<file path="config.mk">
export PLATFORM = sky130hd
export DESIGN_NAME = rbmte_ram
export DESIGN_NICKNAME = d
export VERILOG_FILES = /design/src/rtl/rbmte_pkg.sv /design/src/rtl/rbmte_ram.sv
export SDC_FILE = /design/constraint.sdc
export NUM_CORES = 2
export LEC_CHECK = 0
export BUFFER_PORTS_ARGS = -buffer_cell sky130_fd_sc_hd__clkbuf_2
export CORE_MARGIN = 2
export CORE_UTILIZATION = 50
export CTS_CLUSTER_SIZE = 40
export DETAILED_ROUTE_END_ITERATION = 10
export GPL_TIMING_DRIVEN = 0
export MAX_ROUTING_LAYER = met4
export PLACE_DENSITY = 0.74
export SYNTH_ARGS = -nofsm -noshare
export SYNTH_HDL_FRONTEND = slang
export SYNTH_SLANG_ARGS = --single-unit
</file>
<file path="constraint.sdc">
create_clock -name clock -period 3.2 [get_ports clock]
set_clock_uncertainty 0.05 [all_clocks]
set_input_delay 0.16 -clock clock [delete_from_list [all_inputs] [get_ports clock]]
set_output_delay 0.16 -clock clock [all_outputs]
set_load 0.005 [all_outputs]
</file>
<file path="src/rtl/rbmte_pkg.sv">
package rbmte_pkg;

   // Field widths of the request and response transfers.
   localparam int KIND_W   = 3;
   localparam int PIDX_W   = 8;
   localparam int PARAM_W  = 16;
   localparam int VPOS_W   = 5;
   localparam int SITE_W   = 4;
   localparam int UIDX_W   = 6;
   localparam int ACT_W    = 24;

   localparam int DEF_SITES  = 16;
   localparam int DEF_BLOCKS = 4;

   typedef enum logic [KIND_W-1:0] {
      KIND_LOAD    = 3'd0,
      KIND_SET_VIS = 3'd1,
      KIND_RECOMP  = 3'd2,
      KIND_HOP     = 3'd3,
      KIND_READ    = 3'd4
   } kind_type;

   typedef enum logic [3:0] {
      ST_CLEAR,
      ST_IDLE,
      ST_RC_BIAS,
      ST_RC_COL,
      ST_RC_LAST,
      ST_RC_WRITE,
      ST_HP_A,
      ST_HP_B,
      ST_HP_C,
      ST_HP_WRITE,
      ST_RD_ADDR,
      ST_RD_DATA,
      ST_DONE
   } state_type;

endpackage

</file>
<file path="src/rtl/rbmte_ram.sv">
module rbmte_ram #(
   parameter int WIDTH = rbmte_pkg::PARAM_W,
   parameter int DEPTH = 2 * rbmte_pkg::DEF_SITES * rbmte_pkg::DEF_BLOCKS
) (
   input  logic                     clock,
   input  logic                     wr_en,
   input  logic [$clog2(DEPTH)-1:0] wr_addr,
   input  logic [WIDTH-1:0]         wr_data,
   input  logic [$clog2(DEPTH)-1:0] rd_addr,
   output logic [WIDTH-1:0]         rd_data
);

   logic [WIDTH-1:0] mem_ff [DEPTH];
   logic [WIDTH-1:0] rd_data_ff;

   always_ff @(posedge clock) begin
      if (wr_en) begin
         mem_ff[wr_addr] <= wr_data;
      end
      rd_data_ff <= mem_ff[rd_addr];
   end

   assign rd_data = rd_data_ff;

endmodule

</file>
==> results.sh <==
export IMPL_ios=48
export IMPL_synth_top_area_cell="edfxtp_1"
export IMPL_fin_ws_ns=-0.0279
export IMPL_worst_pin_slew_ns=1.61
export IMPL_max_freq_mhz=310
export IMPL_clkLatencyLatePin_ns=0.87
export IMPL_grt_pass1_vias=36900
export IMPL_die_y_um=400
export IMPL_portBuffers=37
export IMPL_core_area_mm2=0.156
export IMPL_grt_overflow_total=0
export IMPL_synth_mux_area_frac=0.195
export IMPL_worstReg2RegEnd="rd_data[5]$_DFF_P_"
export IMPL_grt_setup_unrepaired="false"
export IMPL_synth_simple_gate_area_frac=0.00888
export IMPL_criticalPathCategory="input port to flip-flop"
export IMPL_die_w_um=400
export IMPL_synth_area_mm2=0.0785
export IMPL_regArea_mm2=0.0618
export IMPL_h_tree_depth=4
export IMPL_min_path_type="input port to flip-flop"
export IMPL_finalHoldWorstSlack_ns=0.0377
export IMPL_initial_core_util=0.503
export IMPL_yosysWarnings=0
export IMPL_syn_num_nets=3118
export IMPL_antenna_found_initial=33
export IMPL_viasPerCell=6.52
export IMPL_crit_path_end_kind="flip-flop"
export IMPL_cts_tree="yes"
export IMPL_r2r_start="mem_ff[85][5]$_DFFE_PP_"
export IMPL_drt_total_wl_um=198000
export IMPL_slew_violations=22
export IMPL_drive_gt1_frac=0.365
export IMPL_clkSlewWorstSetupHoldPaths_ns=0.06
export IMPL_cp_startpoint="rd_addr[2]"
export IMPL_worst_ep_required_time_ns=3.87
export IMPL_synth_compound_area_share=0
export IMPL_start_kind="input port"
export IMPL_cts_setup_buffers=0
export IMPL_finalHoldViolations=0
export IMPL_cellLeakagePower_nw=27.6
export IMPL_rrSetupSlack_ns=0.51
export IMPL_cp_data_arrival_time_ns=3.90
export IMPL_fillers=10600
export IMPL_syn_area_per_cell_um2=25.4
export IMPL_power_density_mw_per_mm2=620
export IMPL_cap_violations=2
export IMPL_multiInputGateArea_mm2=0.0163
export IMPL_dr_pass1_iters=6
export IMPL_post_synth_xor_area_fraction=0
export IMPL_final_util=0.577
export IMPL_grtUsageTotal=0.255
export IMPL_finalSetupTns_ns=-0.0612
export IMPL_cts_sinks=2064
export IMPL_ir_drop_mv=0.641
export IMPL_synth_top_family_by_area="multiplexers"
export IMPL_synth_area_leaders="edfxtp_1 78%, mux4_2 19%, nor2_1 0.58%, dfxtp_1 0.41%, clkbuf_1 0.39%"
export IMPL_final_common_cell="edfxtp_1"
export IMPL_yosysUniqueCellTypes=17
export IMPL_placementRows=145
export IMPL_cts_root_buf="clkbuf_16"
export IMPL_via_count=37100
export IMPL_final_cell_mix="2048 x edfxtp_1, 672 x mux4_2, 196 x clkbuf_16"
export IMPL_drc=0
export IMPL_antenna_left=0
export IMPL_slew_headroom=-0.0703
export IMPL_clk_path_buf_depth=3
export IMPL_dpl_worst_slack_ns=-1.45
export IMPL_hpwl_um=123000
export IMPL_synthAdderAreaFrac=0
export IMPL_finalSetupViolations=4
export IMPL_nets=3473
export IMPL_outcome="finished with violations"
export IMPL_fin_crit_sh=1.01
export IMPL_synthCells=3086
export IMPL_finalCriticalPeriod_ns=3.23
export IMPL_yosysTopAreaCellShare=0.783
export IMPL_ys_seq_elements=2064
export IMPL_area_delta_synth_final_pct=14.6
export IMPL_post_drt_wl_per_cell_um=34.8
export IMPL_violations="max-capacitance violations, max-slew violations, negative setup slack"
export IMPL_cts_buffers=195
export IMPL_seq_area_frac_synth=0.787
export IMPL_grt_pass1_wl_um=278000
export IMPL_critPathCapture="rd_data[11]$_DFF_P_"
export IMPL_first_iter_violations=6225
export IMPL_worstPathMaxFanout=10
export IMPL_die_area_mm2=0.160
export IMPL_worst_r2r_path_depth=4
export IMPL_gp_congestion=0.913
export IMPL_grt_max_degree=129
state kept, by name (all words and copies together), names as in the netlist:
name	flops
rd_data	16
mem_ff	2048
cell usage after synthesis:
cell	n
nand2b_1	2
clkbuf_1	82
mux2_2	16
or3_1	1
nor2b_1	7
nor2_1	122
edfxtp_1	2048
nand4_1	3
dfxtp_1	16
mux4_2	672
buf_2	52
nand2_1	14
nor3_1	9
buf_4	1
buf_1	28
buf_6	1
nand3_1	12
metrics by stage:
stage | total power [W] | instances | area [um2]
floorplan | 0.0319 | 3086 | 78500
global placement | 0.0333 | 5181 | 81300
detailed placement | 0.0334 | 5290 | 83500
CTS | 0.0559 | 5669 | 90000
global route | 0.0570 | 5686 | 90000
finish | 0.0558 | 5688 | 90000
worst min path at each step:
| stage | start | end | cells past startpoint |
|---|---|---|---|
| finish | wr_data[14] | mem_ff[58][14]$_DFFE_PP_ | 1 |
| CTS | wr_data[14] | mem_ff[58][14]$_DFFE_PP_ | 1 |
| detailed placement | rd_data[13]$_DFF_P_ | rd_data[13] | 1 |
| global placement | rd_data[7]$_DFF_P_ | rd_data[7] | 1 |
| global route | wr_data[14] | mem_ff[58][14]$_DFFE_PP_ | 1 |
| floorplan | wr_data[0] | mem_ff[0][0]$_DFFE_PP_ | 0 |
kinds of logic after synthesis:
group | Yosys count
simple gates | 170
mux | 688
buf+inv | 164
flops | 2064
where the power goes:
part | total, W | switching (W) | internal [W]
Sequential | 0.0299 | 0.0000362 | 0.0299
Combinational | 0.00305 | 0.00191 | 0.00114
Clock | 0.0229 | 0.0101 | 0.0127
critical path, cell delays in order:
cell,delay (ns)
clkbuf_1,0.40
clkbuf_1,0.57
clkbuf_1,0.70
mux4_2,0.44
mux4_2,0.62
mux4_2,0.60
mux2_2,0.38
cell type report:
| type | instances | share of cell area |
|---|---|---|
| multi-input combinational | 858 | 0.182 |
| buffer | 164 | 0.00830 |
| antenna | 19 | 0.000528 |
| sequential | 2064 | 0.687 |
| timing repair buffer | 158 | 0.0239 |
| clock buffer | 237 | 0.0562 |
| tap | 2058 | 0.0286 |
| clock inverter | 130 | 0.0142 |
metal layers:
layer	GRT usage	wire, um	vias up
li1	-	-	14200
met1	0.336	70100	19700
met2	0.385	94600	2724
met3	0.0713	25500	429
met4	0.0906	7740	0
met5	-	0	-
timing repair:
| action | 4_1_cts | 5_1_grt |
|---|---|---|
| hold buffers | 12 | 0 |
| resized for setup | 15 | 28 |
| endpoints found under the hold margin | 569 | 0 |
| endpoints found under the setup margin | 16 | 17 |
| cloned | 0 | 0 |
No activity file was read; power rests on OpenSTA's default activity.
